--- config.mk ---
export PLATFORM = sky130hd
export DESIGN_NAME = periodic_message_scheduler
export DESIGN_NICKNAME = d
export VERILOG_FILES = /design/src/rtl/core/psch_pkg.sv /design/src/rtl/core/psch_div.sv /design/src/rtl/core/periodic_message_scheduler.sv
export SDC_FILE = /design/constraint.sdc
export NUM_CORES = 2
export LEC_CHECK = 0
export BUFFER_PORTS_ARGS = -buffer_cell sky130_fd_sc_hd__buf_2
export CORE_ASPECT_RATIO = 1.2
export CORE_UTILIZATION = 40
export DETAILED_ROUTE_END_ITERATION = 8
export MAX_ROUTING_LAYER = met4
export PLACE_DENSITY_LB_ADDON = 0.1
export SLEW_MARGIN = 20
export SYNTH_ARGS = -nofsm -noshare
export SYNTH_HDL_FRONTEND = slang
export SYNTH_SLANG_ARGS = --single-unit
--- constraint.sdc ---
create_clock -name clock -period 10.2 [get_ports clock]
set_input_delay 2.55 -clock clock [delete_from_list [all_inputs] [get_ports clock]]
set_output_delay 2.55 -clock clock [all_outputs]
set_load 0.01 [all_outputs]
--- src/rtl/core/psch_pkg.sv ---
// ----------------------------------------------------------------------------
// Periodic message scheduler package
// Shared constants, codes and types for the scheduler core and its divider.
// ----------------------------------------------------------------------------
package psch_pkg;

   localparam int SLOT_COUNT   = 32;
   localparam int SLOT_W       = (SLOT_COUNT > 1) ? $clog2(SLOT_COUNT) : 1;
   localparam int MAX_RESULTS  = 32;
   localparam int RES_CNT_W    = $clog2(MAX_RESULTS + 1);
   localparam int DIV_W        = 32;
   localparam int DIV_CNT_W    = $clog2(DIV_W);

   localparam logic [31:0] US_PER_SECOND = 32'd1000000;

   localparam logic [1:0] OP_TICK = 2'd0;
   localparam logic [1:0] OP_LOAD = 2'd1;
   localparam logic [1:0] OP_ADD  = 2'd2;

   localparam logic [1:0] KIND_DUE    = 2'd0;
   localparam logic [1:0] KIND_PLACED = 2'd1;
   localparam logic [1:0] KIND_REJECT = 2'd2;

   typedef struct packed {
      logic [15:0] message_id;
      logic [6:0]  function_code;
      logic [31:0] period_ticks;
      logic [31:0] tick_count;
   } slot_entry_type;

   typedef struct packed {
      logic [1:0]  kind;
      logic [4:0]  slot_number;
      logic [15:0] message_id;
      logic [6:0]  function_code;
   } result_type;

   typedef struct packed {
      logic              start;
      logic [DIV_W-1:0]  dividend;
      logic [DIV_W-1:0]  divisor;
   } div_req_type;

   typedef struct packed {
      logic              done;
      logic [DIV_W-1:0]  quotient;
   } div_rsp_type;

   typedef enum logic [2:0] {
      ST_IDLE,
      ST_TICK_RD,
      ST_TICK_EV,
      ST_ADD_RD,
      ST_ADD_EV,
      ST_ADD_DIV1,
      ST_ADD_DIV2,
      ST_FLUSH
   } sched_state_type;

endpackage

--- src/rtl/core/psch_div.sv ---
// ----------------------------------------------------------------------------
// Iterative unsigned divider
// Restoring division, one quotient bit per cycle; done pulses with quotient.
// ----------------------------------------------------------------------------
module psch_div
   import psch_pkg::*;
(
   input  logic        clock,
   input  logic        reset,
   input  div_req_type div_req,
   output div_rsp_type div_rsp
);

   logic                 busy_ff,  busy_in;
   logic                 done_ff,  done_in;
   logic [DIV_CNT_W-1:0] count_ff, count_in;
   logic [DIV_W-1:0]     rem_ff,   rem_in;
   logic [DIV_W-1:0]     quo_ff,   quo_in;
   logic [DIV_W-1:0]     dsr_ff,   dsr_in;
   logic [DIV_W:0]       trial;

   assign trial = {rem_ff, quo_ff[DIV_W-1]} - {1'b0, dsr_ff};

   always_comb begin
      busy_in  = busy_ff;
      done_in  = 1'b0;
      count_in = count_ff;
      rem_in   = rem_ff;
      quo_in   = quo_ff;
      dsr_in   = dsr_ff;
      if (busy_ff) begin
         if (!trial[DIV_W]) begin
            rem_in = trial[DIV_W-1:0];
            quo_in = {quo_ff[DIV_W-2:0], 1'b1};
         end else begin
            rem_in = {rem_ff[DIV_W-2:0], quo_ff[DIV_W-1]};
            quo_in = {quo_ff[DIV_W-2:0], 1'b0};
         end
         count_in = count_ff + 1'b1;
         if (count_ff == DIV_CNT_W'(DIV_W - 1)) begin
            busy_in = 1'b0;
            done_in = 1'b1;
         end
      end else if (div_req.start) begin
         busy_in  = 1'b1;
         count_in = '0;
         rem_in   = '0;
         quo_in   = div_req.dividend;
         dsr_in   = div_req.divisor;
      end
   end

   always_ff @(posedge clock) begin
      if (reset) begin
         busy_ff  <= 1'b0;
         done_ff  <= 1'b0;
         count_ff <= '0;
      end else begin
         busy_ff  <= busy_in;
         done_ff  <= done_in;
         count_ff <= count_in;
      end
      rem_ff <= rem_in;
      quo_ff <= quo_in;
      dsr_ff <= dsr_in;
   end

   assign div_rsp.done     = done_ff;
   assign div_rsp.quotient = quo_ff;

endmodule

--- src/rtl/core/periodic_message_scheduler.sv ---
// ----------------------------------------------------------------------------
// A load or unused opcode completes in the idle state. A tick reads and then
// evaluates every slot in turn, holding while a result waits on the output.
// An add scans the slots for a free one and, on finding it, runs one division
// (two for a nonzero rate) in one shared divider. One transaction at a time.
// Reset clears the table valid bits, the rate register and all control state.
// ----------------------------------------------------------------------------
// Periodic message scheduler
// Slot table of periodic commands; tick, load and add transactions.
// ----------------------------------------------------------------------------
module periodic_message_scheduler
   import psch_pkg::*;
(
   input  logic        clock,
   input  logic        reset,
   input  logic        req_tvalid,
   output logic        req_tready,
   // [4:0] slot_index, [20:5] message_id, [27:21] function_code,
   // [59:28] period_value, [63:60] zero
   input  logic [63:0] req_tdata,
   // [1:0] opcode
   input  logic [1:0]  req_tuser,
   output logic        rsp_tvalid,
   input  logic        rsp_tready,
   // [4:0] slot_number, [20:5] due_message_id, [27:21] due_function_code,
   // [31:28] zero
   output logic [31:0] rsp_tdata,
   // [1:0] result_kind
   output logic [1:0]  rsp_tuser,
   output logic        rsp_tlast,
   input  logic        csr_valid,
   output logic        csr_ready,
   input  logic [19:0] csr_data
);

   sched_state_type state_ff, state_in;

   slot_entry_type mem [SLOT_COUNT];
   logic [SLOT_COUNT-1:0] vld_ff;
   slot_entry_type        rd_entry_ff;
   logic                  rd_vld_ff;
   slot_entry_type        ent;

   logic                  mem_we;
   logic [SLOT_W-1:0]     mem_addr;
   slot_entry_type        mem_wdata;

   logic [19:0]           rate_ff;
   logic [SLOT_W-1:0]     slot_ff,   slot_in;
   logic [SLOT_W-1:0]     found_ff,  found_in;
   logic [15:0]           id_ff,     id_in;
   logic [6:0]            fc_ff,     fc_in;
   logic [31:0]           per_ff,    per_in;
   logic [RES_CNT_W-1:0]  rcnt_ff,   rcnt_in;
   logic                  pend_v_ff, pend_v_in;
   result_type            pend_ff,   pend_in;
   logic                  rsp_v_ff,  rsp_v_in;
   result_type            rsp_ff,    rsp_in;
   logic                  rsp_l_ff,  rsp_l_in;

   div_req_type           div_req;
   div_rsp_type           div_rsp;

   logic                  req_acc;
   logic                  rsp_free;
   logic                  last_slot;
   logic [SLOT_W-1:0]     req_slot;
   logic                  req_slot_ok;
   logic [15:0]           req_id;
   logic [6:0]            req_fc;
   logic [31:0]           req_per;
   logic [32:0]           cnt_inc;
   logic                  fire;
   logic                  rec;
   logic                  tick_stall;
   logic                  is_free;
   logic [31:0]           tick_us;

   assign req_slot    = SLOT_W'(req_tdata[4:0]);
   assign req_slot_ok = 32'(req_tdata[4:0]) < SLOT_COUNT;
   assign req_id      = req_tdata[20:5];
   assign req_fc      = req_tdata[27:21];
   assign req_per     = req_tdata[59:28];

   assign req_tready = (state_ff == ST_IDLE);
   assign req_acc    = req_tvalid && req_tready;
   assign rsp_free   = !rsp_v_ff || rsp_tready;
   assign last_slot  = (slot_ff == SLOT_W'(SLOT_COUNT - 1));

   assign ent        = rd_vld_ff ? rd_entry_ff : '0;
   assign cnt_inc    = {1'b0, ent.tick_count} + 33'd1;
   assign fire       = (ent.period_ticks != '0) && (cnt_inc >= {1'b0, ent.period_ticks});
   assign rec        = rcnt_ff < RES_CNT_W'(MAX_RESULTS);
   assign tick_stall = fire && rec && pend_v_ff && !rsp_free;
   assign is_free    = (ent.period_ticks == '0) && (ent.message_id == '0);
   assign tick_us    = (div_rsp.quotient == '0) ? 32'd1 : div_rsp.quotient;

   // next state
   always_comb begin
      state_in = state_ff;
      unique case (state_ff)
         ST_IDLE: begin
            if (req_acc && req_tuser == OP_TICK) begin
               state_in = ST_TICK_RD;
            end else if (req_acc && req_tuser == OP_ADD) begin
               state_in = ST_ADD_RD;
            end
         end
         ST_TICK_RD: begin
            state_in = ST_TICK_EV;
         end
         ST_TICK_EV: begin
            if (!tick_stall) begin
               state_in = last_slot ? ST_FLUSH : ST_TICK_RD;
            end
         end
         ST_ADD_RD: begin
            state_in = ST_ADD_EV;
         end
         ST_ADD_EV: begin
            if (is_free) begin
               state_in = (rate_ff == '0) ? ST_ADD_DIV2 : ST_ADD_DIV1;
            end else if (last_slot) begin
               state_in = ST_FLUSH;
            end else begin
               state_in = ST_ADD_RD;
            end
         end
         ST_ADD_DIV1: begin
            if (div_rsp.done) begin
               state_in = ST_ADD_DIV2;
            end
         end
         ST_ADD_DIV2: begin
            if (div_rsp.done) begin
               state_in = ST_FLUSH;
            end
         end
         ST_FLUSH: begin
            if (!pend_v_ff || rsp_free) begin
               state_in = ST_IDLE;
            end
         end
         default: begin
            state_in = ST_IDLE;
         end
      endcase
   end

   // outputs and datapath
   always_comb begin
      slot_in     = slot_ff;
      found_in    = found_ff;
      id_in       = id_ff;
      fc_in       = fc_ff;
      per_in      = per_ff;
      rcnt_in     = rcnt_ff;
      pend_v_in   = pend_v_ff;
      pend_in     = pend_ff;
      rsp_v_in    = rsp_tready ? 1'b0 : rsp_v_ff;
      rsp_in      = rsp_ff;
      rsp_l_in    = rsp_l_ff;
      mem_we      = 1'b0;
      mem_addr    = slot_ff;
      mem_wdata   = ent;
      div_req     = '0;
      unique case (state_ff)
         ST_IDLE: begin
            slot_in   = '0;
            rcnt_in   = '0;
            pend_v_in = 1'b0;
            id_in     = req_id;
            fc_in     = req_fc;
            per_in    = req_per;
            if (req_acc && req_tuser == OP_LOAD && req_slot_ok) begin
               mem_we                  = 1'b1;
               mem_addr                = req_slot;
               mem_wdata.message_id    = (req_per == '0) ? '0 : req_id;
               mem_wdata.function_code = (req_per == '0) ? '0 : req_fc;
               mem_wdata.period_ticks  = req_per;
               mem_wdata.tick_count    = '0;
            end
         end
         ST_TICK_RD: begin
         end
         ST_TICK_EV: begin
            if (!tick_stall) begin
               mem_we = (ent.period_ticks != '0);
               mem_wdata.tick_count = fire ? '0 : cnt_inc[31:0];
               if (fire && rec) begin
                  if (pend_v_ff) begin
                     rsp_v_in = 1'b1;
                     rsp_in   = pend_ff;
                     rsp_l_in = 1'b0;
                  end
                  pend_v_in             = 1'b1;
                  pend_in.kind          = KIND_DUE;
                  pend_in.slot_number   = 5'(slot_ff);
                  pend_in.message_id    = ent.message_id;
                  pend_in.function_code = ent.function_code;
                  rcnt_in               = rcnt_ff + 1'b1;
               end
               slot_in = slot_ff + 1'b1;
            end
         end
         ST_ADD_RD: begin
         end
         ST_ADD_EV: begin
            if (is_free) begin
               found_in         = slot_ff;
               div_req.start    = (rate_ff != '0);
               div_req.dividend = (rate_ff == '0) ? per_ff : US_PER_SECOND;
               div_req.divisor  = (rate_ff == '0) ? US_PER_SECOND : {12'd0, rate_ff};
               if (rate_ff == '0) begin
                  div_req.start = 1'b1;
               end
            end else if (last_slot) begin
               pend_v_in             = 1'b1;
               pend_in.kind          = KIND_REJECT;
               pend_in.slot_number   = '0;
               pend_in.message_id    = id_ff;
               pend_in.function_code = fc_ff;
            end else begin
               slot_in = slot_ff + 1'b1;
            end
         end
         ST_ADD_DIV1: begin
            div_req.start    = div_rsp.done;
            div_req.dividend = per_ff;
            div_req.divisor  = tick_us;
         end
         ST_ADD_DIV2: begin
            if (div_rsp.done) begin
               mem_we                  = 1'b1;
               mem_addr                = found_ff;
               mem_wdata.message_id    = id_ff;
               mem_wdata.function_code = fc_ff;
               mem_wdata.period_ticks  = div_rsp.quotient;
               mem_wdata.tick_count    = '0;
               pend_v_in               = 1'b1;
               pend_in.kind            = KIND_PLACED;
               pend_in.slot_number     = 5'(found_ff);
               pend_in.message_id      = id_ff;
               pend_in.function_code   = fc_ff;
            end
         end
         ST_FLUSH: begin
            if (pend_v_ff && rsp_free) begin
               rsp_v_in  = 1'b1;
               rsp_in    = pend_ff;
               rsp_l_in  = 1'b1;
               pend_v_in = 1'b0;
            end
         end
         default: begin
         end
      endcase
   end

   always_ff @(posedge clock) begin
      if (mem_we) begin
         mem[mem_addr] <= mem_wdata;
      end
      rd_entry_ff <= mem[slot_ff];
   end

   always_ff @(posedge clock) begin
      if (reset) begin
         state_ff  <= ST_IDLE;
         vld_ff    <= '0;
         rd_vld_ff <= 1'b0;
         rate_ff   <= '0;
         pend_v_ff <= 1'b0;
         rsp_v_ff  <= 1'b0;
         rcnt_ff   <= '0;
      end else begin
         state_ff  <= state_in;
         rd_vld_ff <= vld_ff[slot_ff];
         if (mem_we) begin
            vld_ff[mem_addr] <= 1'b1;
         end
         if (csr_valid && csr_ready) begin
            rate_ff <= csr_data;
         end
         pend_v_ff <= pend_v_in;
         rsp_v_ff  <= rsp_v_in;
         rcnt_ff   <= rcnt_in;
      end
      slot_ff  <= slot_in;
      found_ff <= found_in;
      id_ff    <= id_in;
      fc_ff    <= fc_in;
      per_ff   <= per_in;
      pend_ff  <= pend_in;
      rsp_ff   <= rsp_in;
      rsp_l_ff <= rsp_l_in;
   end

   psch_div u_div (
      .clock   (clock),
      .reset   (reset),
      .div_req (div_req),
      .div_rsp (div_rsp)
   );

   assign csr_ready  = 1'b1;
   assign rsp_tvalid = rsp_v_ff;
   assign rsp_tuser  = rsp_ff.kind;
   assign rsp_tlast  = rsp_l_ff;
   assign rsp_tdata  = {4'd0, rsp_ff.function_code, rsp_ff.message_id, rsp_ff.slot_number};

endmodule

## Word-level counts from Yosys, hierarchy flattened

Memories as Yosys holds them, arrays and structs flattened. A register that Yosys moved wholly into a read port is not among the register bits.
Cells that the tools add are included.

- Register bits: 293
- Latch bits: 0
- Bits in writable memories: 2784
- ROM bits: 0
- Input port bits: 91
- Output and inout port bits: 38
- Logic and storage cells: 189
- Memories kept: 1

- $add $sub $neg: 5
- Multipliers: 0
- Divide/modulo/power cells: 0
- $lt $le $gt $ge: 5
- Eq/ne operators: 22
- Shift-type cells: 0
- Mux-type cells: 87
- Bitwise operators: 2
- Reduce and logical (&&, ||, !) cells: 40

Memory list:

| memory | depth | bits a word | rd ports | clocked after memory_dff | wr ports | line | RTL |
|---|---|---|---|---|---|---|---|
| mem | 32 | 87 | 1 | 1 | 1 | periodic_message_scheduler.sv:38 | `slot_entry_type mem [SLOT_COUNT];` |

Operators by type and width:

| operator | number |
|---|---|
| $mux 32 | 9 |
| $mux 30 | 9 |
| $mux 87 | 3 |
| $pmux 65 s2 | 1 |
| $pmux 55 s2 | 1 |
| $logic_not 32->1 | 3 |
| $pmux 32 s3 | 1 |
| $pmux 30 s3 | 1 |
| $mux 65 | 1 |
| $pmux 30 s2 | 1 |
| $mux 5 | 7 |
| $add 32x1->33 const B | 1 |
| $ge 33x32->1 | 1 |
| $sub 33x32->33 | 1 |
| $or 32x32->32 | 1 |
| $reduce_bool 32->1 | 1 |
| $mux 1 | 28 |
| $mux 3 | 9 |
| $pmux 3 s8 | 1 |
| $logic_not 20->1 | 1 |
| $mux 20 | 1 |
| $reduce_bool 20->1 | 1 |
| $logic_not 16->1 | 1 |
| $mux 16 | 1 |
| 41 further kinds | 76 |

## Depth between registers and ports, before layout

- Word-level depth: 11
- Mapped depth: 26
- Depth with buffers taken out: 21

## Hierarchy

A second synthesis with hierarchy kept.

- Cells, all modules: 6392
- Area, all modules: 124493.1 µm²

Modules (own cells, without submodules):

| module | times used | cells each | area each (µm²) | sequential area each (µm²) |
|---|---|---|---|---|
| periodic_message_scheduler | 1 | 5895 | 118647.5 | 90406.7 |
| psch_div | 1 | 497 | 5845.6 | 3022.9 |

## Worst setup path after synthesis

OpenSTA, ideal clock, no wires.

- Path kind: register -> register
- Start: register state_ff[1]
- End: memory mem[20][0] (netlist bit), enable pin
- Library setup time: 0.534 ns
- Data arrival time: 10.086 ns
- Data required time: 9.666 ns
- Path slack: -0.419 ns
- Cell stages (with the launch flop): 11
- Buffers on the path: 3
- Period minus slack after synthesis: 10.619 ns
- Cells stage by stage: dfxtp_1 clkbuf_1 nor3_1 and3_1 clkbuf_1 nor2_1 clkbuf_1 a221o_1 a211oi_1 nand2_1 nor2_1

- Cells in the longest elaborated chain, start to end: 7
- Elaborated cells on any way between the ends: 11
- Classes of those cells: eq/ne (2); mux (6); reduce/logical (3)

RTL lines:

| item | line | RTL |
|---|---|---|
| from (decl) | periodic_message_scheduler.sv:36 | `sched_state_type state_ff, state_in;` |
| from (signal assigned) | periodic_message_scheduler.sv:277 | `state_ff <= state_in;` |
| $logic_not 3->1 * | periodic_message_scheduler.sv:85 | `assign req_tready = (state_ff == ST_IDLE);` |
| via req_tready | periodic_message_scheduler.sv:17 | `output logic req_tready,` |
| $logic_and 1x1->1 | periodic_message_scheduler.sv:86 | `assign req_acc = req_tvalid && req_tready;` |
| $logic_and 1x1->1 | periodic_message_scheduler.sv:175 | `if (req_acc && req_tuser == OP_LOAD && req_slot_ok) begin` |
| $mux 1 | periodic_message_scheduler.sv:175 |  |
| $pmux 1 s3 | periodic_message_scheduler.sv:167 | `unique case (state_ff)` |
| $mux 1 | periodic_message_scheduler.sv:261 | `if (mem_we) begin` |
| $mux 1 (not written as such) | periodic_message_scheduler.sv:262 | `mem[mem_addr] <= mem_wdata;` |
| to (decl) | periodic_message_scheduler.sv:38 |  |

Mark *: on every way through the listed nets, which the timed path passes. The rest lies on a longest branch.

## Worst setup path in the final report

- Start: register rd_vld_ff
- End: memory mem[20][60] (netlist bit), enable pin

- Cells in the longest elaborated chain, start to end: 11
- Elaborated cells on any way between the ends: 12
- Classes of those cells: add/sub (1); order compare (1); mux (5); reduce/logical (5)

RTL lines:

| item | line | RTL |
|---|---|---|
| from (decl) | periodic_message_scheduler.sv:41 | `logic rd_vld_ff;` |
| from (signal assigned) | periodic_message_scheduler.sv:278 | `rd_vld_ff <= vld_ff[slot_ff];` |
| $mux 87 * | periodic_message_scheduler.sv:90 | `assign ent = rd_vld_ff ? rd_entry_ff : '0;` |
| $add 32x1->33 | periodic_message_scheduler.sv:91 | `assign cnt_inc = {1'b0, ent.tick_count} + 33'd1;` |
| $ge 33x32->1 | periodic_message_scheduler.sv:92 | `assign fire = (ent.period_ticks != '0) && (cnt_inc >= {1'b0, ent.period_ticks});` |
| $logic_and 1x1->1 | periodic_message_scheduler.sv:92 |  |
| $logic_and 1x1->1 (3 in a row) | periodic_message_scheduler.sv:94 | `assign tick_stall = fire && rec && pend_v_ff && !rsp_free;` |
| $mux 1 * | periodic_message_scheduler.sv:187 | `if (!tick_stall) begin` |
| $pmux 1 s3 * | periodic_message_scheduler.sv:167 |  |
| $mux 1 * | periodic_message_scheduler.sv:261 |  |
| $mux 1 (not written as such) * | periodic_message_scheduler.sv:262 |  |

Mark *: on every way between the ends. The rest lies on a longest branch, timed or not.

==> reports/qor.csv <==
metric;value;unit
status;complete, no violations;
ys_seq_area_share;75.7;%
syn_to_final_growth;14.1;%
ys_types;73;
antenna_found_initial;21;
ys_top_cells_by_area;edfxtp_1 73%, mux4_2 16%, dfxtp_1 2.6%;
rows;223;
die_width;509;um
start_kind;flop;
grt.total_usage;22.7;%
yosys_warnings;0;
required;10680;ps
grt_use_met1;29.8;%
cts_setup_buffers;0;
async_flop_share;0;%
finish.utilization;45.9;%
finalPower;33.9;mW
die_y;611;um
clockBufferDepth;4;
hold_buffers;0;
synth_top_area_share;73.1;%
synth_commonest_cells;3006 x edfxtp_1, 880 x mux4_2, 200 x clkbuf_1, 200 x nand2_1, 158 x dfxtp_1;
relSlewSlack;22.8;%
core;307000;um2
tns;0;ps
synth_top_cell_by_area;edfxtp_1;
wl;343000;um
timing.rr.end;mem[20][60];
place_congestion;0.824;
synth_area_per_cell;21.6;um2
worstSkewPairLatency;890;ps
h-tree-depth;5;
worstHoldEndpoint;rsp_tdata[6];
p_leak;44.6;nW
final_area;141000;um2
tritoncts;done;
worst_pin_slew;1160;ps
clk_pin_slew;60;ps
critPathCaptureType;flop;
fmax;119;MHz
cp.arrival;8880;ps
power.density;241;nW/um2
dieArea;311000;um2
multi_input_area;28900;um2
hpwl;190000;um
drt_first_pass_iters;7;
clkSinkCount;3164;
grt_pass1_wl;482000;um
layout-drive-gt1-share;28.4;%
synthesis.area;123000;um2
vias_per_cell;5.76;
post_cts_resized;0;
ios;129;
final_net_count;6197;
use_met3;2.55;%
start_util;40.2;%
gr-total-overflow;0;
grt.met2_usage;37.6;%
rrSetupSlack;1800;ps
final.setup_skew;66.3;ps
routedWlPerCell;33.0;um
r2r_cells;21;
ys.flop_type;edfxtp_1;
drv_slew;0;
rsz0062_at_grt;false;
io_buffers;119;
vdd_drop_max;220;uV
critPathKind;flop to flop;
grt_max_degree;132;
whs_path_depth;0;
grt_busiest_layer;met2;
yosysMostFrequentCell;edfxtp_1;
layout.area.seq;93400;um2
vias;59700;
cts_buffers;333;
critPathMaxFanout;85;
reg2reg_from;rd_vld_ff;
cts_root_buf;clkbuf_16;
fillCellCount;25600;
holdCritStartpoint;pend_ff[8];
stdcell_count;10400;
drt-initial-drc-count;5650;
min_period;8400;ps
synth_edf_count;3006;
postSynthCellCount;5715;
hold_violations;0;
cap_violations;0;
yosys_register_bits;3164;
finalCritPeriodShare;82.3;%
dp_cells;9747;
grt_pass1_vias;61700;
hold_path_class;flop to flop;
dpl_cell_area;130000;um2
setup_viol;0;
ant_nets;0;
drc;0;
## worst max path at each step
stage | start | to | slack [ps] | depth (start not counted)
floorplan | rd_vld_ff | mem[21][0] | 1040 | 24
global placement | rd_vld_ff | mem[16][62] | 1790 | 21
detailed placement | rd_vld_ff | mem[20][64] | 1910 | 21
CTS | rd_vld_ff | mem[20][58] | 1860 | 21
global route | rd_vld_ff | mem[20][60] | 1350 | 21
finish | rd_vld_ff | mem[20][60] | 1800 | 21
## kinds of logic (layout without fill, tap and decap cells)
family / Yosys count / count (layout) / share of synthesized area (%)
and+or+nand+nor: 593 / 593 / 2.36
adders and majority gates: 71 / 71 / 0.726
muxes: 1020 / 1020 / 17.3
xor gates and xnor gates: 55 / 55 / 0.390
AOI/OAI and AO/OA: 382 / 382 / 2.22
buffers and inverters: 428 / 1005 / 1.34
DFF: 3164 / 3164 / 75.7
other: 2 / 26 / 0.00608
## power by group
group,internal (mW),leakage [nW],switching (mW)
Clock,6.75,5.06,4.97
Combinational,3.21,10.6,3.76
Sequential,14.8,29.0,0.481
Total,24.7,44.6,9.20
## cells in the final DEF (no fill, tap or decap), drive strengths merged, types with 64 or more instances in the layout
cell,Yosys,routed
o21ai,71,71
inv,123,126
buf,105,287
clkinv,0,124
nand2,200,200
a21oi,64,64
dfxtp,158,158
edfxtp,3006,3006
mux4,880,880
nor2,124,124
mux2,87,87
ha,70,70
clkbuf,200,443
## layer usage
layer | part of all wire, % | wire length [um]
met1 | 42 | 144000
met2 | 51 | 175000
met3 | 4.1 | 14100
met4 | 2.9 | 9890
met5 | 0 | 0
## sequential cells by signal, summed over array words and instances, names as in the netlist, 20 cells and up
register	count
mem	2784
rd_entry_ff	87
per_ff	32
u_div.dsr_ff	32
u_div.quo_ff	32
u_div.rem_ff	32
vld_ff	32
pend_ff	30
rsp_tdata	28
rate_ff	20
## final cells by class
cell class | instances | share of cell area, %
clock inverters | 152 | 0.910
flip-flops and latches | 3164 | 66.3
diodes | 21 | 0.0373
clock buffers | 443 | 6.44
inverters | 123 | 0.328
multi-input cells | 2126 | 20.5
well taps | 4050 | 3.60
repair buffers | 287 | 1.85
## worst max-delay path, stage by stage (launching register included)
cell      delay, ps
dfxtp_4         900
nand2_1         230
inv_1           190
ha_1            270
nand4_1         340
nor2_1          340
and3_1          230
nand4_1         240
or3_1           470
nor2b_1         140
or2_2           310
ha_1            310
nand4_1         140
nor3_1           90
a221o_1         320
o21bai_1        170
a31o_2          550
nor2_4          170
a211oi_1        320
nand2_1         550
nor2_4          870
buf_4           690
## metrics by stage
stage	hold slack, ps	setup slack (ps)
after floorplan	400	1040
after global placement	401	1790
after detailed placement	405	1910
after CTS	418	1860
after global routing	428	1350
final	418	1800
Note: power is estimated with default switching activity, not from simulation.
